`config.mk`:
```
export PLATFORM = sky130hd
export DESIGN_NAME = dpb_back
export DESIGN_NICKNAME = d
export VERILOG_FILES = /design/src/rtl/core/dpb_pkg.sv /design/src/rtl/core/dpb_back.sv
export SDC_FILE = /design/constraint.sdc
export NUM_CORES = 1
export LEC_CHECK = 0
export ABC_AREA = 1
export BUFFER_PORTS_ARGS = -buffer_cell sky130_fd_sc_hd__buf_2
export CAP_MARGIN = 20
export CORE_ASPECT_RATIO = 2
export CORE_MARGIN = 4
export CORE_UTILIZATION = 50
export DETAILED_ROUTE_END_ITERATION = 10
export GPL_ROUTABILITY_DRIVEN = 0
export PLACE_DENSITY = 0.94
export SLEW_MARGIN = 15
export SYNTH_ARGS = -nofsm -noshare
export SYNTH_HDL_FRONTEND = slang
export SYNTH_SLANG_ARGS = --single-unit
export TNS_END_PERCENT = 20
```
`constraint.sdc`:
```
create_clock -name clk -period 2.9 [get_ports clk]
set_input_delay 0.145 -clock clk [delete_from_list [all_inputs] [get_ports clk]]
set_output_delay 0.145 -clock clk [all_outputs]
set_load 0.01 [all_outputs]
```
`src/rtl/core/dpb_pkg.sv`:
```
// dpb_pkg: shared types, widths, register codes and reset values for the
// depth pixel back-projection core; used by every module in rtl/core
package dpb_pkg;

  localparam int PIX_W   = 12;
  localparam int DEPTH_W = 16;
  localparam int COLOR_W = 8;
  localparam int CFG_W   = 16;
  localparam int CFG_IDX_W = 3;
  localparam int MAG_W   = 16;
  localparam int PROD_W  = 32;
  localparam int QUO_W   = 24;
  localparam int REM_W   = 16;
  localparam int FRAC_W  = 4;

  localparam int DIV_BITS_PER_STAGE = 4;

  localparam logic [CFG_IDX_W-1:0] CFG_FOCAL_X  = 3'd0;
  localparam logic [CFG_IDX_W-1:0] CFG_FOCAL_Y  = 3'd1;
  localparam logic [CFG_IDX_W-1:0] CFG_CENTER_X = 3'd2;
  localparam logic [CFG_IDX_W-1:0] CFG_CENTER_Y = 3'd3;
  localparam logic [CFG_IDX_W-1:0] CFG_NEAR     = 3'd4;
  localparam logic [CFG_IDX_W-1:0] CFG_FAR      = 3'd5;

  localparam logic [QUO_W-1:0] POS_LIMIT = 24'h7FFFFF;
  localparam logic [QUO_W-1:0] NEG_LIMIT = 24'h800000;

  typedef struct packed {
    logic [PIX_W-1:0]   pixel_row;
    logic [PIX_W-1:0]   pixel_col;
    logic [DEPTH_W-1:0] depth_mm;
    logic [COLOR_W-1:0] blue_in;
    logic [COLOR_W-1:0] green_in;
    logic [COLOR_W-1:0] red_in;
  } pixel_t;

  typedef struct packed {
    logic signed [QUO_W-1:0] point_x;
    logic signed [QUO_W-1:0] point_y;
    logic [DEPTH_W-1:0]      point_z;
    logic [COLOR_W-1:0]      blue_out;
    logic [COLOR_W-1:0]      green_out;
    logic [COLOR_W-1:0]      red_out;
    logic                    point_valid;
  } point_t;

  typedef struct packed {
    logic [CFG_W-1:0] focal_x;
    logic [CFG_W-1:0] focal_y;
    logic [CFG_W-1:0] center_x;
    logic [CFG_W-1:0] center_y;
    logic [CFG_W-1:0] near_limit_mm;
    logic [CFG_W-1:0] far_limit_mm;
  } cfg_t;

  localparam cfg_t CFG_RESET = '{
    focal_x:       16'd9600,
    focal_y:       16'd9600,
    center_x:      16'd5120,
    center_y:      16'd3840,
    near_limit_mm: 16'd100,
    far_limit_mm:  16'd2000
  };

  typedef struct packed {
    logic               in_range;
    logic [DEPTH_W-1:0] depth;
    logic [COLOR_W-1:0] blue;
    logic [COLOR_W-1:0] green;
    logic [COLOR_W-1:0] red;
  } side_t;

  typedef struct packed {
    side_t            side;
    logic [MAG_W-1:0] mag_x;
    logic [MAG_W-1:0] mag_y;
    logic             neg_x;
    logic             neg_y;
  } front_t;

  typedef struct packed {
    logic             neg;
    logic             ovf;
    logic [REM_W-1:0] rem;
    logic [QUO_W-1:0] work;
  } axis_t;

  typedef struct packed {
    side_t side;
    axis_t ax_x;
    axis_t ax_y;
  } div_t;

endpackage

```
`src/rtl/core/dpb_back.sv`:
```
// dpb_back: last stage, sign, saturation and zeroing of out-of-range points
// depends on dpb_pkg
module dpb_back (
  input  logic            clk,
  input  logic            en,
  input  dpb_pkg::div_t   d,
  output dpb_pkg::point_t q
);

  function automatic logic [dpb_pkg::QUO_W-1:0] sat_axis(dpb_pkg::axis_t a);
    logic [dpb_pkg::QUO_W-1:0] r;
    if (a.neg) begin
      if (a.ovf || (a.work > dpb_pkg::NEG_LIMIT)) begin
        r = dpb_pkg::NEG_LIMIT;
      end else begin
        r = -a.work;
      end
    end else begin
      if (a.ovf || a.work[dpb_pkg::QUO_W-1]) begin
        r = dpb_pkg::POS_LIMIT;
      end else begin
        r = a.work;
      end
    end
    return r;
  endfunction

  always_ff @(posedge clk) begin
    if (en) begin
      if (d.side.in_range) begin
        q.point_x     <= signed'(sat_axis(d.ax_x));
        q.point_y     <= signed'(sat_axis(d.ax_y));
        q.point_z     <= d.side.depth;
        q.blue_out    <= d.side.blue;
        q.green_out   <= d.side.green;
        q.red_out     <= d.side.red;
        q.point_valid <= 1'b1;
      end else begin
        q <= '0;
      end
    end
  end

endmodule

```
After elaboration in Yosys (flattened, before gate mapping)
Cells that the tools add are included.
{"block": "totals", "wordCells": 22, "ff_bits": 89}
{"block": "classes", "n_reduce_logical": 4, "addsub": 2, "n_lt_le_gt_ge": 2, "muxes": 7}
{"op": "24-bit 2-to-1 mux", "count": 6}
{"op": "24-bit > comparator, second input constant", "count": 2}
{"op": "24-bit negator", "count": 2}
{"op": "1-bit logical OR", "count": 4}
{"op": "1-bit 2-to-1 mux", "count": 1}

Longest topological paths before layout
{"block": "logic_depth", "ltp_word": 4, "mapped_depth": 11, "ltp_nobuf": 10}

Worst setup path before layout
OpenSTA, ideal clock, no wires.
{"block": "synth_path", "kind": "input port to flip-flop", "start": "input port d[42] (netlist name)", "end": "register q[72] (netlist name) (data pin)", "setup_ns": 0.280, "path_buffers": 1, "cell_stages": 11, "t_required_ns": 2.620, "arrival_time_ns": 1.234, "setup_slack_ns": 1.386, "cell_sequence": "inv_1 ha_1 nand3_4 nor2_8 nand2_4 nor2_4 nor2_2 nor2_8 buf_12 nand2_2 a21oi_2"}
{"block": "synth_between", "elab_chain_len": 4}
{"item": "from (decl)", "line_no": "dpb_back.sv:6", "rtl": "input dpb_pkg::div_t d,"}
{"item": "24-bit > comparator", "line_no": "dpb_back.sv:13", "rtl": "if (a.ovf || (a.work > dpb_pkg::NEG_LIMIT)) begin"}
{"item": "1-bit logical OR", "line_no": "dpb_back.sv:13"}
{"item": "24-bit 2-to-1 mux *", "line_no": "dpb_back.sv:13"}
{"item": "24-bit 2-to-1 mux *", "line_no": "dpb_back.sv:12", "rtl": "if (a.neg) begin"}
{"item": "to (decl)", "line_no": "dpb_back.sv:7", "rtl": "output dpb_pkg::point_t q"}
Every way passes the cells marked *; elsewhere a longest branch is shown, timed or not.
A chain may end at the register's enable or synchronous reset.

Worst setup path in the final report
{"block": "layout_path", "start": "input port d[42] (netlist name)", "end": "register q[67] (netlist name) (data pin)"}
The elaborated chain is that of the path after synthesis.

==> reports/qor.yml <==
setup_path:
  cp.arrival_ns: 1.76
  critPathRequiredTime_ns: 3.07
  cp_slowest_cell: "nor2_8"
  path_cells: "buf_2 > inv_1 > ha_1 > nand3_4 > nor2_8 > nand2_4 > nor2_4 > nor2_2 > nor2_8 > nand2_1 > a21oi_1"
  path_common_cell: "nor2_8"
  critPathLaunchType: "input pin"
  cpPeakStageDelay_ns: 0.36
  endpoint_kind: "flop"
  worstSetupPathType: "input pin to flop"
  cp_max_fo: 22
cts:
  clock_sinks: 89
  cts_buffers: 9
  htreeDepth: 3
  post-cts-setup-buffer-count: 0
  ctsHoldBuffers: 0
  clkSlewWorstSetupHoldPaths_ns: 0.07
  cts_resized: 0
  cts_buffer_depth: 2
  clockRootBuffer: "clkbuf_16"
  cts_tree: "yes"
drt:
  wl_met2_um: 7750
  routed_wl_um: 13800
  wl_met3_um: 953
  via_per_inst: 5.16
  drc: 0
  wl_met1_um: 4360
  drt-pass1-iter-count: 5
  antenna_left: 0
  top_layer_used: "met4"
  wire_per_inst_um: 15.0
  drtIter0Drc: 334
  vias: 4742
place:
  io_buffers: 183
  hpwl_um: 10600
  place_ws_ns: 0.985
synthesis:
  synthMuxAreaShare_pct: 0
  post_synth_xor_area_fraction_pct: 4.48
  synthCells: 606
  yosysMostFrequentCell: "nand2_1"
  synth-compound-area-share_pct: 10.4
  ys_warn_count: 0
  synthesis.area_mm2: 0.00528
  yosys-top-cells-area: "edfxtp_1 51%, nand2_1 9.0%, inv_1 5.9%"
  ys.flop_type: "edfxtp_1"
  synth_cell_type_count: 29
  synth_top_area_share_pct: 50.7
  synth-seq-cells: 89
  synth-edff-count: 89
  yosys.area_share.simple_pct: 25.3
  synth_top_family_by_area: "simple AND/OR/NAND/NOR gates"
  synth_common_cells: "126 x nand2_1, 89 x edfxtp_1, 83 x inv_1"
  synth_seq_area_share_pct: 50.7
  synthArstFlopShare_pct: 0
  postSynthAreaPerCell_um2: 8.71
  synth_adder_area_share_pct: 0.474
  synth_top_cell_by_area: "edfxtp_1"
  synth_nets: 735
power_and_ir_drop:
  power.density_mw_per_mm2: 511
  power_leakage_nw: 3.00
  vdd_drop_max_v: 0.000285
layout:
  nNetsFinal: 906
  layout-drive-gt1-share_pct: 33.2
  top_register: "q"
  largest_register_ffs: 89
  reg_top3: "q (89)"
  fillCellCount: 827
  synthToLayoutAreaGrowth_pct: 24.6
global_route:
  grt_pass1_vias: 4533
  grt-ovfl-total: 0
  grt_max_degree: 90
  grt_usage_pct: 22.2
  grt_pass1_wl_um: 21400
  antenna_found_initial: 2
timing:
  setup_viol: 0
  slew_viol_final: 0
  worst_slack_ns: 1.31
  finalCriticalPeriod_ns: 1.59
  fmax_ghz: 0.629
  rsz0062_at_grt: "false"
  whs_ns: 0.0592
  min_period_over_period_pct: 54.8
  tightestPinTransition_ns: 1.11
  relSlewSlack_pct: 25.9
  hold_viol: 0
  setup_tns_ns: 0
run_status:
  outcome: "finished clean"
floorplanning:
  die_area_mm2: 0.0124
  rows: 52
  fp.coreArea_mm2: 0.0102
  die_width_um: 80.6
  fp.dieH_um: 153
  initial_core_util_pct: 51.7
  io_pins: 216
flow_run:
  maxCapViolations: 0
worst_hold_path:
  hp-class: "input pin to flop"
  hold_depth: 3
  hp-start: "d[97]"
  hold_end: "q[14]"
-- worst max path at each step --
stage                      from    end  slack (ns)
after global routing      d[42]  q[66]        1.13
after CTS                 d[42]  q[67]        1.32
final                     d[42]  q[67]        1.31
after floorplan           d[42]  q[72]        1.39
after global placement    d[42]  q[66]        1.03
after detailed placement  d[42]  q[77]        0.98
-- cell usage in the layout, fill, tap and decap left out --
| cell | n |
|---|---|
| buf_2 | 182 |
| nand2_1 | 126 |
| edfxtp_1 | 89 |
| inv_1 | 83 |
| nor2_1 | 62 |
| o21ai_0 | 44 |
| nand3_1 | 38 |
| a21oi_1 | 26 |
| nand2_2 | 23 |
| a21oi_2 | 20 |
| xor2_1 | 15 |
| nand4_1 | 13 |
| xnor2_1 | 12 |
| clkbuf_16 | 9 |
| nand3b_1 | 8 |
| nor2_2 | 6 |
| nor2_4 | 4 |
| inv_6 | 4 |
| buf_4 | 3 |
| diode_2 | 2 |
| inv_2 | 2 |
| nor2_8 | 2 |
| ha_1 | 2 |
| bufinv_16 | 2 |
| nand3_4 | 1 |
| nand2_4 | 1 |
| nor3_1 | 1 |
| a211oi_1 | 1 |
| o21bai_1 | 1 |
| a31oi_1 | 1 |
| inv_8 | 1 |
-- routing by layer --
layer,vias to the layer above,GRT usage [%]
li1,2331,-
met1,2127,20.7
met2,229,43.1
met3,55,2.59
met4,0,13.5
met5,-,0
-- where the power goes --
part	switching (mW)	leakage (nW)	total, mW	internal, mW
clock	0.504	0.163	1.28	0.773
sequential	0.0232	0.857	1.56	1.53
combinational	0.335	1.98	0.526	0.191
-- cells by family (layout without fill, tap and decap cells) --
family / count (synthesis) / in the layout
AO/OA/AOI/OAI: 93 / 93
flip-flops: 89 / 89
XOR/XNOR: 27 / 27
AND/OR/NAND/NOR: 285 / 285
other: 0 / 2
adder cells (fa/ha/maj): 2 / 2
buffers and inverters: 110 / 286
-- per-stage QoR --
step | std cells | power [mW] | util, % | cell area, µm²
final | 919 | 3.36 | 64.4 | 6580
after global routing | 919 | 3.50 | 64.4 | 6580
after CTS | 917 | 3.39 | 64.3 | 6570
after detailed placement | 901 | 2.11 | 61.1 | 6240
after global placement | 901 | 2.10 | 61.1 | 6240
after floorplan | 606 | 1.86 | - | 5280
-- area by class of cell --
type | instances | area, µm² | area share, %
multi-input cells | 407 | 2150 | 32.6
flip-flops and latches | 89 | 2670 | 40.6
well taps | 135 | 169 | 2.57
diodes | 2 | 5.00 | 0.0761
clock inverters | 7 | 106 | 1.62
clock buffers | 9 | 225 | 3.42
inverters | 85 | 319 | 4.85
repair buffers | 185 | 933 | 14.2
-- critical path, delay by kind of cell --
| kind | cells | cell delay [ns] |
|---|---|---|
| buffers and inverters | 2 | 0.18 |
| adder cells (fa/ha/maj) | 1 | 0.24 |
| AND/OR/NAND/NOR | 7 | 1.04 |
| AO/OA/AOI/OAI | 1 | 0.14 |
(Power assumes the default switching activity.)
