===== config.mk =====
export PLATFORM = sky130hd
export DESIGN_NAME = dpb_div_stage
export DESIGN_NICKNAME = d
export VERILOG_FILES = /design/src/rtl/core/dpb_pkg.sv /design/src/rtl/core/dpb_div_stage.sv
export SDC_FILE = /design/constraint.sdc
export NUM_CORES = 1
export LEC_CHECK = 0
export BUFFER_PORTS_ARGS = -buffer_cell sky130_fd_sc_hd__buf_4
export CORE_AREA = 2 2 222 224
export CTS_CLUSTER_DIAMETER = 120
export DETAILED_ROUTE_END_ITERATION = 10
export DIE_AREA = 0 0 224 226
export GPL_TIMING_DRIVEN = 0
export SLEW_MARGIN = 0
export SYNTH_ARGS = -nofsm -noshare
export SYNTH_HDL_FRONTEND = slang
export SYNTH_SLANG_ARGS = --single-unit

===== constraint.sdc =====
create_clock -name clk -period 14.45 [get_ports clk]
set_clock_uncertainty 0.15 [all_clocks]
set_input_delay 4.335 -clock clk [delete_from_list [all_inputs] [get_ports clk]]
set_output_delay 4.335 -clock clk [all_outputs]
set_load 0.005 [all_outputs]

===== src/rtl/core/dpb_pkg.sv =====
// dpb_pkg: shared types, widths, register codes and reset values for the
// depth pixel back-projection core; used by every module in rtl/core
package dpb_pkg;

  localparam int PIX_W   = 12;
  localparam int DEPTH_W = 16;
  localparam int COLOR_W = 8;
  localparam int CFG_W   = 16;
  localparam int CFG_IDX_W = 3;
  localparam int MAG_W   = 16;
  localparam int PROD_W  = 32;
  localparam int QUO_W   = 24;
  localparam int REM_W   = 16;
  localparam int FRAC_W  = 4;

  localparam int DIV_BITS_PER_STAGE = 4;

  localparam logic [CFG_IDX_W-1:0] CFG_FOCAL_X  = 3'd0;
  localparam logic [CFG_IDX_W-1:0] CFG_FOCAL_Y  = 3'd1;
  localparam logic [CFG_IDX_W-1:0] CFG_CENTER_X = 3'd2;
  localparam logic [CFG_IDX_W-1:0] CFG_CENTER_Y = 3'd3;
  localparam logic [CFG_IDX_W-1:0] CFG_NEAR     = 3'd4;
  localparam logic [CFG_IDX_W-1:0] CFG_FAR      = 3'd5;

  localparam logic [QUO_W-1:0] POS_LIMIT = 24'h7FFFFF;
  localparam logic [QUO_W-1:0] NEG_LIMIT = 24'h800000;

  typedef struct packed {
    logic [PIX_W-1:0]   pixel_row;
    logic [PIX_W-1:0]   pixel_col;
    logic [DEPTH_W-1:0] depth_mm;
    logic [COLOR_W-1:0] blue_in;
    logic [COLOR_W-1:0] green_in;
    logic [COLOR_W-1:0] red_in;
  } pixel_t;

  typedef struct packed {
    logic signed [QUO_W-1:0] point_x;
    logic signed [QUO_W-1:0] point_y;
    logic [DEPTH_W-1:0]      point_z;
    logic [COLOR_W-1:0]      blue_out;
    logic [COLOR_W-1:0]      green_out;
    logic [COLOR_W-1:0]      red_out;
    logic                    point_valid;
  } point_t;

  typedef struct packed {
    logic [CFG_W-1:0] focal_x;
    logic [CFG_W-1:0] focal_y;
    logic [CFG_W-1:0] center_x;
    logic [CFG_W-1:0] center_y;
    logic [CFG_W-1:0] near_limit_mm;
    logic [CFG_W-1:0] far_limit_mm;
  } cfg_t;

  localparam cfg_t CFG_RESET = '{
    focal_x:       16'd9600,
    focal_y:       16'd9600,
    center_x:      16'd5120,
    center_y:      16'd3840,
    near_limit_mm: 16'd100,
    far_limit_mm:  16'd2000
  };

  typedef struct packed {
    logic               in_range;
    logic [DEPTH_W-1:0] depth;
    logic [COLOR_W-1:0] blue;
    logic [COLOR_W-1:0] green;
    logic [COLOR_W-1:0] red;
  } side_t;

  typedef struct packed {
    side_t            side;
    logic [MAG_W-1:0] mag_x;
    logic [MAG_W-1:0] mag_y;
    logic             neg_x;
    logic             neg_y;
  } front_t;

  typedef struct packed {
    logic             neg;
    logic             ovf;
    logic [REM_W-1:0] rem;
    logic [QUO_W-1:0] work;
  } axis_t;

  typedef struct packed {
    side_t side;
    axis_t ax_x;
    axis_t ax_y;
  } div_t;

endpackage


===== src/rtl/core/dpb_div_stage.sv =====
// dpb_div_stage: one stage of the restoring divider, STEP_BITS quotient bits
// per axis, with overflow detection; depends on dpb_pkg
module dpb_div_stage #(
  parameter int STEP_BITS = dpb_pkg::DIV_BITS_PER_STAGE
) (
  input  logic          clk,
  input  logic          en,
  input  dpb_pkg::cfg_t cfg,
  input  dpb_pkg::div_t d,
  output dpb_pkg::div_t q
);

  function automatic dpb_pkg::axis_t div_step(dpb_pkg::axis_t a,
                                              logic [dpb_pkg::REM_W-1:0] f);
    dpb_pkg::axis_t          r;
    logic [dpb_pkg::REM_W:0] trial;
    logic                    qbit;
    r     = a;
    // quotient too large for the coordinate when the running remainder reaches the divisor
    r.ovf = a.ovf | (a.rem >= f);
    for (int k = 0; k < STEP_BITS; k++) begin
      trial = {r.rem, r.work[dpb_pkg::QUO_W-1]};
      qbit  = trial >= {1'b0, f};
      if (qbit) begin
        r.rem = dpb_pkg::REM_W'(trial - {1'b0, f});
      end else begin
        r.rem = trial[dpb_pkg::REM_W-1:0];
      end
      r.work = {r.work[dpb_pkg::QUO_W-2:0], qbit};
    end
    return r;
  endfunction

  always_ff @(posedge clk) begin
    if (en) begin
      q.side <= d.side;
      q.ax_x <= div_step(d.ax_x, cfg.focal_x);
      q.ax_y <= div_step(d.ax_y, cfg.focal_y);
    end
  end

endmodule


# After elaboration in Yosys (flattened, before gate mapping)
# Cells that the tools add are included.
[classes] mux=14 n_lt_le_gt_ge=10 add_sub_neg=8 bitwise=2
[op_table] cell="two-way mux 16 bit" count=14
[op_table] cell=">= comparator 17 x 16 -> 1 bit" count=8
[op_table] cell="subtractor 16 bit" count=8
[op_table] cell=">= comparator 16 bit" count=2
[op_table] cell="OR 1 bit" count=2
[word_totals] out_inout_bits=125 reg_bits=125 elab_cells=47

# Longest topological paths before layout
[depth] word_depth=11 depth_mapped=46

# Worst setup path before layout
# No wires, ideal clock.
[synth_timing] path_kind="input to register" start="in cfg[81] in the netlist's numbering" end="reg q[73] in the netlist's numbering, data pin" n_path_buf=4 arrival_ns=13.155 path_stages=45 setup_time_ns=0.260 t_required_ns=14.040 path_slack_ns=0.885 cell_sequence="inv_1 ha_1 nor2b_1 o2111ai_1 a21boi_1 o21ai_1 o211a_1 inv_2 buf_1 o21ai_0 inv_1 ha_1 nor2b_1 o31a_1 nor4_1 o211ai_1 o21ai_0 and4_1 [9 not listed] o221ai_1 nor3_1 o31a_1 nor3b_4 buf_4 mux2i_1 ha_1 nor2b_1 o21a_1 o21ai_0 and4b_1 o41ai_1 a41oi_1 a21oi_1 a211oi_1 o21ai_2 buf_4 mux2_2"
[synth_between] elab_chain_cells=11
[synth_lines] element="start, declared" line_no="dpb_div_stage.sv:8" rtl="input dpb_pkg::cfg_t cfg,"
[synth_lines] element="subtractor 16 bit / >= comparator 17 x 16 -> 1 bit (equally long branches)" line_no="dpb_div_stage.sv:25, dpb_div_stage.sv:23"
[synth_lines] element="two-way mux 16 bit" line_no="dpb_div_stage.sv:24" rtl="if (qbit) begin"
[synth_lines] element="two-way mux 16 bit" line_no="dpb_div_stage.sv:35" rtl="if (en) begin"
[synth_lines] element="subtractor 16 bit / >= comparator 17 x 16 -> 1 bit (equally long branches)" line_no="dpb_div_stage.sv:25, dpb_div_stage.sv:23"
[synth_lines] element="two-way mux 16 bit" line_no="dpb_div_stage.sv:24"
[synth_lines] element="two-way mux 16 bit" line_no="dpb_div_stage.sv:35"
[synth_lines] element="subtractor 16 bit / >= comparator 17 x 16 -> 1 bit (equally long branches)" line_no="dpb_div_stage.sv:25, dpb_div_stage.sv:23"
[synth_lines] element="two-way mux 16 bit" line_no="dpb_div_stage.sv:24"
[synth_lines] element="two-way mux 16 bit" line_no="dpb_div_stage.sv:35"
[synth_lines] element="subtractor 16 bit / >= comparator 17 x 16 -> 1 bit (equally long branches)" line_no="dpb_div_stage.sv:25, dpb_div_stage.sv:23"
[synth_lines] element="two-way mux 16 bit *" line_no="dpb_div_stage.sv:24"
[synth_lines] element="end, declared" line_no="dpb_div_stage.sv:10" rtl="output dpb_pkg::div_t q"
# Every way passes the cells marked *; elsewhere a longest branch is shown, timed or not. The select of a mux whose other input is x is not followed.
# A chain may end at the register's enable or synchronous reset.

# Worst setup path in the final report
[layout_timing] start="in cfg[72] in the netlist's numbering" end="reg q[35] in the netlist's numbering, data pin"
# The elaborated chain is that of the path after synthesis.

==> results by group <==
Power and ir drop
  – Max IR drop VDD: between 0.09 and 0.1 mV
  – Switching Fraction: about two fifths
  – Switch Pwr: 1.463 mW
  – Leakage power: 6.825 nW
  – P_int: around 2.0 mW
  – Sequential Power Share: 16.9%
  – Total power: approximately 3.5 mW
  – Pwr Density: roughly 220 nW/um^2
  – Combinational Power Share: between 70% and 80%
  – Clock group share of total power: about an eighth

Timing
  – Max_slew headroom: just over 60%
  – Hold_ws: between 3 and 4 ns
  – Crit path time final: between 10 and 15 ns
  – Setup TNS: 0 ns
  – Final period utilization: a little under 100%
  – Final setup vio count: 0
  – Fmax: 71.82 MHz
  – Max Slew Vio Count: 0
  – Post-route setup slack: ~0.53 ns
  – Fin. Hold Viols: 0
  – Unrepaired setup endpoints after global routing: no
  – Worst-margin pin slew: roughly 0.57 ns

Logic synthesis
  – Post-synthesis simple-gate area fraction: between 10% and 20%
  – Mapped Area: ~12000 sq um
  – Post-synth ARST share: 0%
  – Post-Synthesis Cells: between 1000 and 1500
  – Number of synthesized flops with an enable pin: ~130
  – FF+latch count, synth: around 130
  – Adder-cell share of the synthesized area: 18.09%
  – Ys Warns: 0
  – Synth Area per Inst: 9.748 sq um
  – Main combinational cell family by area after synthesis: compound AO/OA/AOI/OAI gates
  – Synth Net Count: 1617
  – Main synth FF type: edfxtp_1
  – XOR/XNOR share of the synthesized area: 6.082%
  – Mux cell area share after synthesis: just under 9%
  – Unique masters post-synth: 77
  – Synth Area in Compound Gates: 19.18%
  – Sequential share of the synthesized area: 31.41%

Route
  – Remaining DRCs: 0
  – Routed via count: ~11000
  – Total iterations of the first detailed-routing run: 5
  – WL per Instance: 16.73 um
  – Initial DRC Count: 606
  – Post-Route WL: roughly 36000 um
  – Post-route ant nets: 0
  – Via density: a little under 5

Cells and area
  – Fin area: around 16000 sq um
  – Fin cells: about 2200
  – Share of layout cells above drive strength 1: 30.05%
  – Biggest register: q
  – Area Growth Syn to Fin: 32.01%
  – Antenna Cells: 0
  – Largest registers: q: 125 flops
  – Finished Core Util: roughly a third
  – Largest register FFs: 125
  – Nets@finish: between 1500 and 2000

Setup path
  – Type of the worst setup path: input port to register
  – Crit-path most repeated cell: ha_1
  – Worst setup SP type: input port
  – CP Launch Point: cfg[72]
  – Arrival time worst endpoint: around 14 ns
  – CP required: roughly 14 ns
  – Crit-path max FO: 12
  – Slowest-stage cell, CP: a2111o_1
  – Largest stage delay, worst path: 0.47 ns
  – Endpoint class of the critical path: register
  – Crit path to: q[35]

Floorplanning
  – Die height: roughly 230 um
  – Die W: 224 um
  – Die ar.: a little over 50000 sq um
  – Starting Density: 24.72%
  – Cell Rows: 81
  – Core area: 48340 sq um
  – Number of I/O pins: ~350

Place
  – Post-DP Area: around 15000 sq um
  – Pre-CTS setup slack: -1.645 ns
  – I/O Buffers: roughly 280
  – Gp weighted congestion: slightly above 0.9
  – Dpl hpwl: approximately 30000 um
  – Placed Cells: roughly 2100

Clock tree
  – CTS Sinks: ~130
  – CTS tree: built
  – H-Tree Depth: 4
  – Clk slew on worst S/H paths: ~0.07 ns
  – CTS max path bufs: 2
  – TritonCTS buffer count: 17
  – Root buf cell: clkbuf_16

GRT
  – Vias in the first global route: around 10000
  – Total gr overflow: 0
  – Pin count of the biggest net entering global routing: just under 100
  – First-pass GRT wire length: around 55000 um
  – Initial antenna violation count: 0
  – GRT Resource Usage Total: between 10% and 20%

Flow run
  – Max Cap Viol: 0

Worst hold path
  – Hold WC Path Type: input port to register

Status
  – Status: completed
==> synthesized netlist by cell type (all sizes together) (12+ instances only) <==
cell type	n	area [sq um]
ha	160	2002
edfxtp	125	3754
a21oi	105	525.5
nor2	89	334.1
inv	84	315.3
mux2	82	957.2
o21ai	75	382.9
nand2	61	229.0
xnor2	57	499.2
a21o	39	292.8
nor3	26	130.1
xor2	26	227.7
nand3	25	125.1
nor2b	25	156.4
o21a	25	187.7
nand4	19	118.9
a211oi	13	102.6
a21boi	13	97.59
or2	12	75.07
==> power groups by stage <==
stage | clock (mW) | combinational [mW] | sequential (mW)
after floorplan | 0 | 1.73 | 0.601
after detailed placement | 0 | 2.35 | 0.599
after global placement | 0 | 2.31 | 0.599
after CTS | 0.458 | 2.39 | 0.592
after global routing | 0.468 | 2.69 | 0.597
final | 0.438 | 2.46 | 0.590
==> critical path: cells and delay by family <==
family	cells	cell delay, ns
multiplexers	4	1.46
AND/OR/NAND/NOR	7	1.24
adder cells (fa/ha/maj)	4	1.48
buffers and inverters	7	1.15
AO/OA/AOI/OAI	18	4.23
==> layout by cell type, fill, tap and decap left out, types with 9 or more instances in the layout <==
cell and count:
nor3_1 26, mux2_2 66, nand4_1 19, mux2_4 9, inv_1 78, xnor2_1 57, nor2_1 89, a21boi_0 10
or2_2 9, buf_4 302, o31ai_1 11, a21oi_1 100, ha_1 158, nand2_1 61, o21a_1 25, o21ai_0 68
edfxtp_1 125, nand3_1 25, nor2b_1 25, xor2_1 26, clkbuf_16 17, mux2i_1 9, a211oi_1 10, a21o_1 39
nand2b_1 9
==> routing by layer <==
metal | wire length, um | global-route usage (%) | up-vias
met5 | 0 | 0 | -
li1 | - | - | 5281
met3 | 2118 | 2.381 | 48
met4 | 710 | 4.839 | 0
met2 | 17920 | 24.44 | 349
met1 | 15660 | 16.91 | 5075
==> worst min-delay path by stage <==
stage	start	endpoint	slack (ns)	cells after the start
6_report	d[118]	q[118]	3.92	1
5_1_grt	d[118]	q[118]	3.90	1
4_1_cts	d[118]	q[118]	3.89	1
3_5_place_dp	d[92]	q[92]	4.36	1
3_3_place_gp	d[90]	q[90]	4.36	1
2_1_floorplan	d[100]	q[100]	4.28	0
==> layout make-up <==
cell class,instances,area (sq um)
fillers,5018,32570
multi-input cells,1002,7973
flip-flops and latches,125,3754
repair buffers,299,2268
well taps,622,778.2
clock buffers,17,425.4
inverters,85,332.8
clock inverters,15,162.7
plain buffers,11,83.83
==> what timing repair did <==
action | 4_1_cts | 5_1_grt
hold buffers | 0 | 0
resized for setup | 18 | 30
setup endpoints to repair | 34 | 34
endpoints found under the hold margin | 0 | 0
buffers inserted | 2 | 13
pin swaps | 2 | 4
==> logic make-up after synthesis <==
kind of cell | after synthesis
flip-flops | 125
XOR/XNOR | 83
AO/OA/AOI/OAI | 348
multiplexers | 93
buffers and inverters | 99
adder cells (fa/ha/maj) | 168
AND/OR/NAND/NOR | 310
Power figures use the tool's default switching activity.
