## config.mk

```make
export PLATFORM = sky130hd
export DESIGN_NAME = dpb_front
export DESIGN_NICKNAME = d
export VERILOG_FILES = /design/src/rtl/core/dpb_pkg.sv /design/src/rtl/core/dpb_front.sv
export SDC_FILE = /design/constraint.sdc
export NUM_CORES = 1
export LEC_CHECK = 0
export BUFFER_PORTS_ARGS = -buffer_cell sky130_fd_sc_hd__buf_2
export CAP_MARGIN = 40
export CORE_MARGIN = 3
export CORE_UTILIZATION = 49
export DETAILED_ROUTE_END_ITERATION = 16
export GPL_ROUTABILITY_DRIVEN = 0
export PLACE_DENSITY = 0.82
export RECOVER_POWER = 50
export SYNTH_ARGS = -nofsm -noshare
export SYNTH_HDL_FRONTEND = slang
export SYNTH_SLANG_ARGS = --single-unit
```

## constraint.sdc

```tcl
create_clock -name clk -period 3.4 [get_ports clk]
set_input_delay 0.34 -clock clk [delete_from_list [all_inputs] [get_ports clk]]
set_output_delay 0.34 -clock clk [all_outputs]
set_load 0.05 [all_outputs]
```

## src/rtl/core/dpb_pkg.sv

```systemverilog
// dpb_pkg: shared types, widths, register codes and reset values for the
// depth pixel back-projection core; used by every module in rtl/core
package dpb_pkg;

  localparam int PIX_W   = 12;
  localparam int DEPTH_W = 16;
  localparam int COLOR_W = 8;
  localparam int CFG_W   = 16;
  localparam int CFG_IDX_W = 3;
  localparam int MAG_W   = 16;
  localparam int PROD_W  = 32;
  localparam int QUO_W   = 24;
  localparam int REM_W   = 16;
  localparam int FRAC_W  = 4;

  localparam int DIV_BITS_PER_STAGE = 4;

  localparam logic [CFG_IDX_W-1:0] CFG_FOCAL_X  = 3'd0;
  localparam logic [CFG_IDX_W-1:0] CFG_FOCAL_Y  = 3'd1;
  localparam logic [CFG_IDX_W-1:0] CFG_CENTER_X = 3'd2;
  localparam logic [CFG_IDX_W-1:0] CFG_CENTER_Y = 3'd3;
  localparam logic [CFG_IDX_W-1:0] CFG_NEAR     = 3'd4;
  localparam logic [CFG_IDX_W-1:0] CFG_FAR      = 3'd5;

  localparam logic [QUO_W-1:0] POS_LIMIT = 24'h7FFFFF;
  localparam logic [QUO_W-1:0] NEG_LIMIT = 24'h800000;

  typedef struct packed {
    logic [PIX_W-1:0]   pixel_row;
    logic [PIX_W-1:0]   pixel_col;
    logic [DEPTH_W-1:0] depth_mm;
    logic [COLOR_W-1:0] blue_in;
    logic [COLOR_W-1:0] green_in;
    logic [COLOR_W-1:0] red_in;
  } pixel_t;

  typedef struct packed {
    logic signed [QUO_W-1:0] point_x;
    logic signed [QUO_W-1:0] point_y;
    logic [DEPTH_W-1:0]      point_z;
    logic [COLOR_W-1:0]      blue_out;
    logic [COLOR_W-1:0]      green_out;
    logic [COLOR_W-1:0]      red_out;
    logic                    point_valid;
  } point_t;

  typedef struct packed {
    logic [CFG_W-1:0] focal_x;
    logic [CFG_W-1:0] focal_y;
    logic [CFG_W-1:0] center_x;
    logic [CFG_W-1:0] center_y;
    logic [CFG_W-1:0] near_limit_mm;
    logic [CFG_W-1:0] far_limit_mm;
  } cfg_t;

  localparam cfg_t CFG_RESET = '{
    focal_x:       16'd9600,
    focal_y:       16'd9600,
    center_x:      16'd5120,
    center_y:      16'd3840,
    near_limit_mm: 16'd100,
    far_limit_mm:  16'd2000
  };

  typedef struct packed {
    logic               in_range;
    logic [DEPTH_W-1:0] depth;
    logic [COLOR_W-1:0] blue;
    logic [COLOR_W-1:0] green;
    logic [COLOR_W-1:0] red;
  } side_t;

  typedef struct packed {
    side_t            side;
    logic [MAG_W-1:0] mag_x;
    logic [MAG_W-1:0] mag_y;
    logic             neg_x;
    logic             neg_y;
  } front_t;

  typedef struct packed {
    logic             neg;
    logic             ovf;
    logic [REM_W-1:0] rem;
    logic [QUO_W-1:0] work;
  } axis_t;

  typedef struct packed {
    side_t side;
    axis_t ax_x;
    axis_t ax_y;
  } div_t;

endpackage

```

## src/rtl/core/dpb_front.sv

```systemverilog
// dpb_front: first stage, depth range test and offset from the principal point
// depends on dpb_pkg
module dpb_front (
  input  logic            clk,
  input  logic            en,
  input  dpb_pkg::cfg_t   cfg,
  input  dpb_pkg::pixel_t d,
  output dpb_pkg::front_t q
);

  logic [dpb_pkg::MAG_W-1:0] scaled_x;
  logic [dpb_pkg::MAG_W-1:0] scaled_y;
  logic                      neg_x;
  logic                      neg_y;

  assign scaled_x = {d.pixel_col, {dpb_pkg::FRAC_W{1'b0}}};
  assign scaled_y = {d.pixel_row, {dpb_pkg::FRAC_W{1'b0}}};
  assign neg_x    = scaled_x < cfg.center_x;
  assign neg_y    = scaled_y < cfg.center_y;

  always_ff @(posedge clk) begin
    if (en) begin
      q.side.in_range <= (d.depth_mm > cfg.near_limit_mm) && (d.depth_mm < cfg.far_limit_mm);
      q.side.depth    <= d.depth_mm;
      q.side.blue     <= d.blue_in;
      q.side.green    <= d.green_in;
      q.side.red      <= d.red_in;
      q.neg_x         <= neg_x;
      q.neg_y         <= neg_y;
      q.mag_x         <= neg_x ? (cfg.center_x - scaled_x) : (scaled_x - cfg.center_x);
      q.mag_y         <= neg_y ? (cfg.center_y - scaled_y) : (scaled_y - cfg.center_y);
    end
  end

endmodule

```

-- Word level (Yosys, flattened, before mapping)
Index checks and enable logic that the tools add are counted.
- add/subtract/negate cells: 4
- muxes and demuxes: 2
- reductions and logical operators: 1
- magnitude comparators: 4
- operators with widths (kind ; number):
    16-bit subtractor ; 4
    16-bit < comparator ; 3
    16-bit two-way mux ; 2
    16-bit greater-than comparator ; 1
    1-bit logical AND ; 1
- flip-flop bits (word level): 75
- word-level logic and storage cells: 20

-- Longest topological paths before layout
Gate-level depths: netlist of the first run.
- depth in word-level cells: 2
- depth in mapped cells: 12
- mapped depth without buffers: 10

-- Least setup slack after synthesis of the first run
No wires, ideal clock.
- kind: in2reg
- start point: in cfg[43] (netlist bit)
- end point: reg q[16] (netlist bit), data pin
- buffers on the path: 2
- arrival: 2254 ps
- stages: 11
- setup slack: 884 ps
- required time: 3138 ps
- cell sequence: inv_1 ha_1 buf_2 a21oi_1 o211ai_1 a221oi_2 o21ai_1 buf_2 a2111oi_0 a21oi_1 xor2_1
- cells in the longest elaborated chain, start to end: 2
- elaborated cells between the ends (all ways): 4
- ends and longest elaborated chain (item ; RTL line ; text):
    start: declaration ; dpb_front.sv:6 ; input dpb_pkg::cfg_t cfg,
    16-bit subtractor or 16-bit < comparator (tied branches) ; dpb_front.sv:31, dpb_front.sv:19 ;
    16-bit two-way mux (*) ; dpb_front.sv:31 ; q.mag_y <= neg_y ? (cfg.center_y - scaled_y) : (scaled_y - cfg.center_y);
    end: declaration ; dpb_front.sv:8 ; output dpb_pkg::front_t q
Mark *: on every way between the ends. The rest lies on a longest branch, timed or not.
A chain may end at the register's enable or synchronous reset.

-- Worst setup path in the final report of the first run
- start point: in en
- end point: reg q[16] (netlist bit), enable pin
- RTL lines (item ; RTL line ; text):
    start: declaration ; dpb_front.sv:5 ; input logic en,
No word-level cell between the ends.

==> results of run 1 <==
[cell type report]
class                      count  share of cell area [%]
clock buffer                  10                    1.89
clock inverter                 6                    1.09
inverter                      94                    5.25
multi-input combinational    352                    41.0
sequential                    75                    33.3
tap                          136                    2.52
timing repair buffer         206                    14.9
[power by group through the flow]
stage          logic, mW  clock network [mW]  registers [mW]
2_1_floorplan      0.435                   0            1.60
3_3_place_gp        1.12                   0            1.21
3_5_place_dp        1.15                   0            1.21
4_1_cts             1.15               0.726            1.19
5_1_grt             1.24               0.783            1.20
6_report            1.15               0.709            1.19
[metrics by stage]
stage	util (%)	std cells	area, µm²
6_report	64.1	879	6770
5_1_grt	64.1	879	6770
4_1_cts	64.5	879	6810
3_5_place_dp	62.6	863	6610
3_3_place_gp	62.4	862	6590
2_1_floorplan	-	535	5450
[per-layer routing]
metal  vias to the layer above  part of all wire (%)
met2                       233                    49
met4                         2                   2.3
met3                        26                   8.2
met5                         -                 0.059
li1                       2324                     -
met1                      2185                    40
[logic make-up (layout without fill, tap and decap cells)]
kind of cell / after synthesis / count (layout) / share of synthesized area, %
XOR/XNOR: 27 / 27 / 4.34
flip-flops: 75 / 75 / 41.3
buffers and inverters: 108 / 316 / 7.72
multiplexers: 8 / 8 / 1.47
AND/OR/NAND/NOR: 81 / 81 / 7.21
adder cells (fa/ha/maj): 81 / 81 / 18.9
AO/OA/AOI/OAI: 155 / 155 / 19.1
[worst paths after layout]
kind / from / endpoint / cells after the start
worst max-delay path: en / q[16] / 2
worst min-delay path: d[5] / q[39] / 1
[placed cells by master (no fill, tap or decap), types with 6 or more instances in the layout]
cell / synthesis / routed
a21o_1: 15 / 15
a21oi_1: 50 / 50
a31oi_1: 6 / 6
buf_2: 4 / 185
clkbuf_1: 9 / 20
clkbuf_8: 0 / 9
edfxtp_1: 75 / 75
ha_1: 79 / 79
inv_1: 93 / 93
mux2i_1: 8 / 8
nand2_1: 18 / 18
nand4_1: 10 / 10
nor2_1: 27 / 27
o211ai_1: 6 / 6
o21ai_0: 27 / 27
o21bai_1: 9 / 9
xnor2_1: 17 / 17
xor2_1: 10 / 10
==> flow_summary.toml, run 1 <==
[run_status]
status = "finished, violations left"
violations = "max-capacitance violations, max-slew violations"

[drt]
wirelength_mm = 13.6
antenna_left = 0
drcViolationCount = 0
drt_iter0_drc = 239
avgViaCountPerCell = 5.43
wl_per_cell_um = 15.5
vias = 4770
first_pass_iters = 5

[critical_path]
critical_path.cell_chain = "clkbuf_1, clkbuf_2"
slowest_delay_ns = 1.40
worstSetupPathType = "in -> reg"
cp-end-kind = "flip-flop"
cp_slowest_cell = "clkbuf_1"
cp_max_fo = 40
required_ns = 3.37
critPathTopFamily = "buffers and inverters"
cp.buffers_inverters = 2
crit_path_start_kind = "primary input"
cp.arrival_ns = 2.71

[timing]
finalCritPeriodShare_pct = 80.6
setup_tns_ns = 0
period_minus_slack_ns = 2.74
relSlewSlack_pct = -34.1
setup-violations-final = 0
fin_ws_ns = 0.658
max_slew.worst_pin.slew_ns = 2.01
drv_slew = 37
rsz0062_at_grt = "false"
clock.fmax_mhz = 365
timing.hold.ws_ns = 0.163
hold_viol_final = 0

[yosys]
syn-num-nets = 778
yosysMostFrequentCell = "inv_1"
seq_area_frac_synth_pct = 41.3
ys_warn_count = 0
syn_avg_cell_area_um2 = 10.2
synth_cells = 535
synth_edf_count = 75
synth_area_leader_cell = "edfxtp_1"
synth_flop_cell = "edfxtp_1"
synthTopCellsByArea = "edfxtp_1, ha_1, inv_1"
synth_seq_cells = 75
netlist-cell-type-count = 54
async_flop_share_pct = 0
yosys.area.top_type_share_pct = 41.3
synthesis.area_mm2 = 0.00545
netlist_top_cells_count = "inv_1, ha_1, edfxtp_1"

[power]
swShare_pct = 39.0
p_sw_mw = 1.19
seqPwrFrac_pct = 39.0
p_leak_nw = 3.33
peakVddDrop_uv = 241
p_clk_share_pct = 23.3
power_density_mw_per_mm2 = 450
internal_power_mw = 1.86
combinationalPowerShare_pct = 37.7
report.power.total_mw = 3.05

[clock_network]
h-tree-depth = 3
clk_pin_slew_ns = 0.09
cts_sinks = 75
cts_tree = "yes"
numCtsBuffers = 9
cts_hold_buf = 0
ctsResizeCount = 0
clk_path_buf_depth = 2
post_cts_buffers = 0
cts_root_buffer = "clkbuf_8"

[global_routing]
grt_max_degree = 41
gr-usage-met1_pct = 25.3
grt_pass1_vias = 4710
use_met3_pct = 5.22
gr-max-usage-layer = "met2"
grt_util_met2_pct = 38.4
grt_pass1_wl_mm = 21.8
overflow = 0
grtUsageTotal_pct = 21.3
antenna_found_initial = 1

[finish]
antenna-diode-count = 0
top_register = "q"
largest_reg_flops = 75
fillers = 858
multi_input_area_mm2 = 0.00278
layout-drive-gt1-share_pct = 28.5
seqCellArea_mm2 = 0.00225
area_growth_pct = 24.2
fin_nets = 981
reg.largest.list = "q x75"

[job]
max-cap-violations = 1

[worst_hold_path]
min_path_type = "in -> reg"

[die]
die_h_um = 111
pin_count = 237
fp.coreArea_mm2 = 0.0106
die_x_um = 111
start_util_pct = 51.6
dieArea_mm2 = 0.0124
row_count = 37

[placement]
portBuffers = 204
place_ws_ns = 0.478
dp_hpwl_mm = 11.3
Note: power is estimated with default switching activity, not from simulation.
==> inputs of run 2 (changes only) <==
==> constraint.sdc (replaced) <==
create_clock -name clk -period 2.7 [get_ports clk]
set_input_delay 0.27 -clock clk [delete_from_list [all_inputs] [get_ports clk]]
set_output_delay 0.27 -clock clk [all_outputs]
set_load 0.05 [all_outputs]
==> run 2 against run 1 <==
The flow still finishes with violations (max-capacitance violations, max-slew violations); hold slack worse by 0.070 ns; clock power up 20%; cell area increased by 2.5%; critical endpoint is now q[30]; largest cell class unchanged; largest power group unchanged.
==> flow_summary.toml, run 2 (synthesized netlist as in run 1, its figures left out) <==
[run_status]
status = "finished, violations left"
violations = "max-capacitance violations, max-slew violations"

[finish]
fin_nets = 1003
reg.largest.list = "q x75"
layout_common_cells = "buf_2, inv_1, ha_1, edfxtp_1, a21oi_1"
top_register = "q"
largest_reg_flops = 75
final_common_cell = "buf_2"
fillers = 825
antenna-diode-count = 0
layout-drive-gt1-share_pct = 30.6
area_growth_pct = 27.3

[worst_hold_path]
min_path_type = "in -> reg"
hold_start = "d[5]"

[critical_path]
worstSetupPathType = "in -> reg"
cp_max_fo = 8
crit_path_start_kind = "primary input"
required_ns = 2.80
critical_path.cell_chain = "buf_2, inv_1, ha_1, or3_1, a31o_1, a31oi_4, o31ai_4, a31o_1, buf_4, mux2i_1, xnor2_1"
cp-end-kind = "flip-flop"
cp.depth = 11
cp-endpoint = "q[30]"
cp_slowest_cell = "or3_1"
slowest_delay_ns = 0.37
critPathTopFamily = "compound AO/OA/AOI/OAI gates"
setup.worst_path.start = "cfg[52]"
cp.arrival_ns = 2.46
cp.buffers_inverters = 3
crit_top_cell = "a31o_1"

[power]
swShare_pct = 38.6
seqPwrFrac_pct = 39.0
peakVddDrop_uv = 333
report.power.total_mw = 3.86
p_clk_share_pct = 22.1
p_sw_mw = 1.49
combinationalPowerShare_pct = 39.0
power_density_mw_per_mm2 = 556
p_leak_nw = 3.43
internal_power_mw = 2.37

[clock_network]
numCtsBuffers = 9
clk_path_buf_depth = 2
clk_pin_slew_ns = 0.09
ctsResizeCount = 0
cts_sinks = 75
cts_root_buffer = "clkbuf_8"
cts_hold_buf = 0
h-tree-depth = 3
cts_tree = "yes"
post_cts_buffers = 0

[timing]
drv_slew = 36
clock.fmax_mhz = 425
relSlewSlack_pct = -26.1
hold_viol_final = 0
finalCritPeriodShare_pct = 87.1
rsz0062_at_grt = "false"
max_slew.worst_pin.slew_ns = 1.89
period_minus_slack_ns = 2.35
timing.hold.ws_ns = 0.0933
setup-violations-final = 0

[die]
dieArea_mm2 = 0.0124
die_x_um = 111
die_h_um = 111
start_util_pct = 51.6
fp.coreArea_mm2 = 0.0106
pin_count = 237
row_count = 37

[global_routing]
grt_max_degree = 41
grtUsageTotal_pct = 22.6
overflow = 0
grt_pass1_wl_mm = 23.3
antenna_found_initial = 2
grt_pass1_vias = 5019

[drt]
vias = 4901
wirelength_mm = 14.1
drcViolationCount = 0
drt_iter0_drc = 293
avgViaCountPerCell = 5.45
first_pass_iters = 5
antenna_left = 0
wl_per_cell_um = 15.7

[job]
max-cap-violations = 1

[placement]
dp_hpwl_mm = 11.8
portBuffers = 204
[run 2: cell types whose count changed in the layout (fill, tap and decap cells not counted), sizes merged]
cell,delta
buf,+23
clkbuf,-2
clkinv,+2
inv,-2
[run 2: layout make-up]
class / count / area, µm² / area share [%]
Clock inverter: 6 / 67.6 / 0.974
Multi-Input combinational cell: 352 / 2780 / 40.0
Sequential cell: 75 / 2250 / 32.5
Tap cell: 136 / 170 / 2.45
Inverter: 94 / 355 / 5.12
Clock buffer: 9 / 124 / 1.79
Timing Repair Buffer: 228 / 1190 / 17.2
[run 2: worst min path at each step]
stage          endpoint  slack, ns  depth (start not counted)
2_1_floorplan     q[18]       0.37                          0
3_3_place_gp      q[48]       0.45                          1
3_5_place_dp      q[50]       0.45                          1
4_1_cts           q[39]       0.07                          1
5_1_grt           q[50]       0.07                          1
6_report          q[39]       0.09                          1
[run 2: through the flow]
step | setup slack, ns | TNS, ns | cell area, µm² | std cells | utilization (%)
final | 0.348 | 0 | 6940 | 900 | 65.7
after global routing | 0.260 | 0 | 6940 | 900 | 65.7
after CTS | 0.384 | 0 | 6960 | 900 | 66.0
after detailed placement | -0.0217 | -0.0217 | 6770 | 885 | 64.1
after global placement | 0.0968 | 0 | 6750 | 884 | 64.0
after floorplan | 0.254 | 0 | 5450 | 535 | -
[run 2: metal layers]
layer | routed length (µm) | GRT usage (%)
met1 | 5440 | 26.7
met3 | 1270 | 4.95
met5 | 21 | 0
met2 | 7060 | 40.6
met4 | 335 | 7.95
[run 2: power groups by stage]
stage	registers, mW	logic, mW	clock network [mW]
6_report	1.50	1.50	0.851
2_1_floorplan	2.02	0.548	0
5_1_grt	1.51	1.62	0.943
3_5_place_dp	1.53	1.50	0
3_3_place_gp	1.52	1.45	0
4_1_cts	1.50	1.51	0.875
==> inputs of run 3 (changes only) <==
--- a/config.mk
+++ b/config.mk
@@ -5,10 +5,11 @@
 export SDC_FILE = /design/constraint.sdc
 export NUM_CORES = 1
 export LEC_CHECK = 0
+export ABC_AREA = 1
 export BUFFER_PORTS_ARGS = -buffer_cell sky130_fd_sc_hd__buf_2
 export CAP_MARGIN = 40
 export CORE_MARGIN = 3
-export CORE_UTILIZATION = 49
+export CORE_UTILIZATION = 51
 export DETAILED_ROUTE_END_ITERATION = 16
 export GPL_ROUTABILITY_DRIVEN = 0
 export PLACE_DENSITY = 0.82
==> run 3 against run 2 <==
The flow still finishes with violations (max-capacitance violations, max-slew violations); global-route usage fell by 0.11 points; core utilization fell by 0.93 points; first-iteration DRC count rose by 37%; critical endpoint is now q[27].
==> flow_summary.toml, run 3 <==
[run_status]
status = "finished, violations left"
violations = "max-capacitance violations, max-slew violations"

[clock_network]
cts_hold_buf = 0
ctsResizeCount = 0
h-tree-depth = 3
numCtsBuffers = 9
cts_sinks = 75
cts_tree = "yes"
clk_pin_slew_ns = 0.06
post_cts_buffers = 0
clk_path_buf_depth = 2
cts_root_buffer = "clkbuf_16"

[power]
combinationalPowerShare_pct = 36.7
report.power.total_mw = 4.32
peakVddDrop_uv = 300
p_clk_share_pct = 28.9
p_leak_nw = 4.50
swShare_pct = 37.2
p_sw_mw = 1.60
power_density_mw_per_mm2 = 546
seqPwrFrac_pct = 34.4
internal_power_mw = 2.71

[drt]
vias = 5988
avgViaCountPerCell = 4.79
drcViolationCount = 0
antenna_left = 0
drt_iter0_drc = 401
wl_per_cell_um = 12.8
wirelength_mm = 16.0
first_pass_iters = 5

[placement]
portBuffers = 204
dp_hpwl_mm = 13.2
place_area_mm2 = 0.00763

[job]
max-cap-violations = 1

[global_routing]
overflow = 0
grt_max_degree = 76
antenna_found_initial = 0
grtUsageTotal_pct = 22.5
grt_pass1_wl_mm = 25.9
grt_pass1_vias = 5439

[timing]
timing.hold.ws_ns = 0.117
rsz0062_at_grt = "false"
max_slew.worst_pin.slew_ns = 1.78
setup_tns_ns = 0
period_minus_slack_ns = 1.96
clock.fmax_mhz = 511
finalCritPeriodShare_pct = 72.5
setup-violations-final = 0
drv_slew = 76
relSlewSlack_pct = -19.0
hold_viol_final = 0

[yosys]
async_flop_share_pct = 0
synthTopCellsByArea = "edfxtp_1, nand2_1, ha_1"
synth.area.mux_share_pct = 0
syn-num-nets = 1115
synthesis.area_mm2 = 0.00645
synth_top_family_by_area = "simple AND/OR/NAND/NOR gates"
synth_compound_area_share_pct = 5.35
synth_flop_cell = "edfxtp_1"
synth_edf_count = 75
netlist_top_cells_count = "nand2_1, inv_1, ha_1"
synth_seq_cells = 75
synth-simple-area-share_pct = 28.3
seq_area_frac_synth_pct = 34.9
synth_area_leader_cell = "edfxtp_1"
syn_avg_cell_area_um2 = 7.40
yosysMostFrequentCell = "nand2_1"
synth_cells = 872
ys_warn_count = 0
yosys.area.top_type_share_pct = 34.9
netlist-cell-type-count = 30
synthAdderAreaFrac_pct = 15.9
synthXorXnorAreaFrac_pct = 3.53

[finish]
final_common_cell = "nand2_1"
post-route-util_pct = 64.8
top_register = "q"
layout-drive-gt1-share_pct = 21.2
fin_nets = 1321
design_area_mm2 = 0.00791
layout_common_cells = "nand2_1, buf_2, inv_1, ha_1, edfxtp_1"
largest_reg_flops = 75
reg.largest.list = "q x75"
antenna-diode-count = 0
multi_input_area_mm2 = 0.00343
area_growth_pct = 22.5
seqCellArea_mm2 = 0.00225
fillers = 1102

[die]
fp.coreArea_mm2 = 0.0122
dieArea_mm2 = 0.0140
row_count = 40
pin_count = 237
die_h_um = 119
die_x_um = 119
start_util_pct = 52.9

[critical_path]
crit_path_start_kind = "primary input"
worstSetupPathType = "in -> reg"
cp_max_fo = 20
cp-end-kind = "flip-flop"
cp.arrival_ns = 2.02
required_ns = 2.76

[worst_hold_path]
min_path_type = "in -> reg"
## run 3: changes by cell type after synthesis, moves of 8 or more
cell / delta
a21o_1: -13
a21oi_1: -11
clkbuf_1: -9
inv_1: +79
mux2i_1: -8
nand2_1: +292
nand3_1: +40
nand4_1: +10
nor2_1: +9
o21ai_0: -24
o21ai_1: +8
xnor2_1: -13
xor2_1: +12
## run 3: power groups by stage
| stage | Combinational [mW] | Sequential [mW] | Clock (mW) |
|---|---|---|---|
| final | 1.58 | 1.48 | 1.25 |
| after detailed placement | 1.59 | 1.51 | 0 |
| after CTS | 1.60 | 1.48 | 1.28 |
| after global placement | 1.56 | 1.50 | 0 |
| after global routing | 1.74 | 1.50 | 1.32 |
| after floorplan | 0.685 | 1.98 | 0 |
## run 3: path summary, 6_finish.rpt
path	cells past startpoint	startpoint	end
max	11	cfg[59]	q[27]
min	1	d[23]	q[57]
## run 3: through the flow
step	instances	setup WS, ns
floorplan	872	0.967
global placement	1235	0.441
detailed placement	1235	0.417
CTS	1251	0.758
global route	1251	0.519
finish	1251	0.743
## run 3: layer usage
| layer | up-vias | part of all wire [%] | track usage (%) | wire, µm |
|---|---|---|---|---|
| met5 | - | 0 | 0 | 0 |
| li1 | 3155 | - | - | - |
| met4 | 0 | 1.9 | 6.73 | 310 |
| met3 | 20 | 7.7 | 4.55 | 1240 |
| met1 | 2592 | 44 | 29.9 | 6980 |
| met2 | 221 | 47 | 37.3 | 7480 |
## run 3: layout make-up
| cell class | count | area share, % |
|---|---|---|
| inverters | 178 | 8.45 |
| well taps | 168 | 2.66 |
| flip-flops and latches | 75 | 28.5 |
| clock inverters | 7 | 1.17 |
| clock buffers | 9 | 2.85 |
| repair buffers | 209 | 13.0 |
| multi-input cells | 605 | 43.4 |
## run 3: worst max-delay path: stages
cell and delay [ns]:
buf_2 0.09, inv_1 0.04, ha_1 0.38, nand2_2 0.16, inv_2 0.05, a21oi_2 0.19
inv_2 0.05, a21oi_1 0.12, nand2_1 0.38, nand2_1 0.19, nand2_1 0.09
## run 3: cells by family (layout without fill, tap and decap cells)
group / Yosys count / after routing
and+or+nand+nor: 435 / 435
DFF: 75 / 75
adders and majority gates: 81 / 81
buffers and inverters: 192 / 403
xor gates and xnor gates: 26 / 26
AOI/OAI and AO/OA: 63 / 63
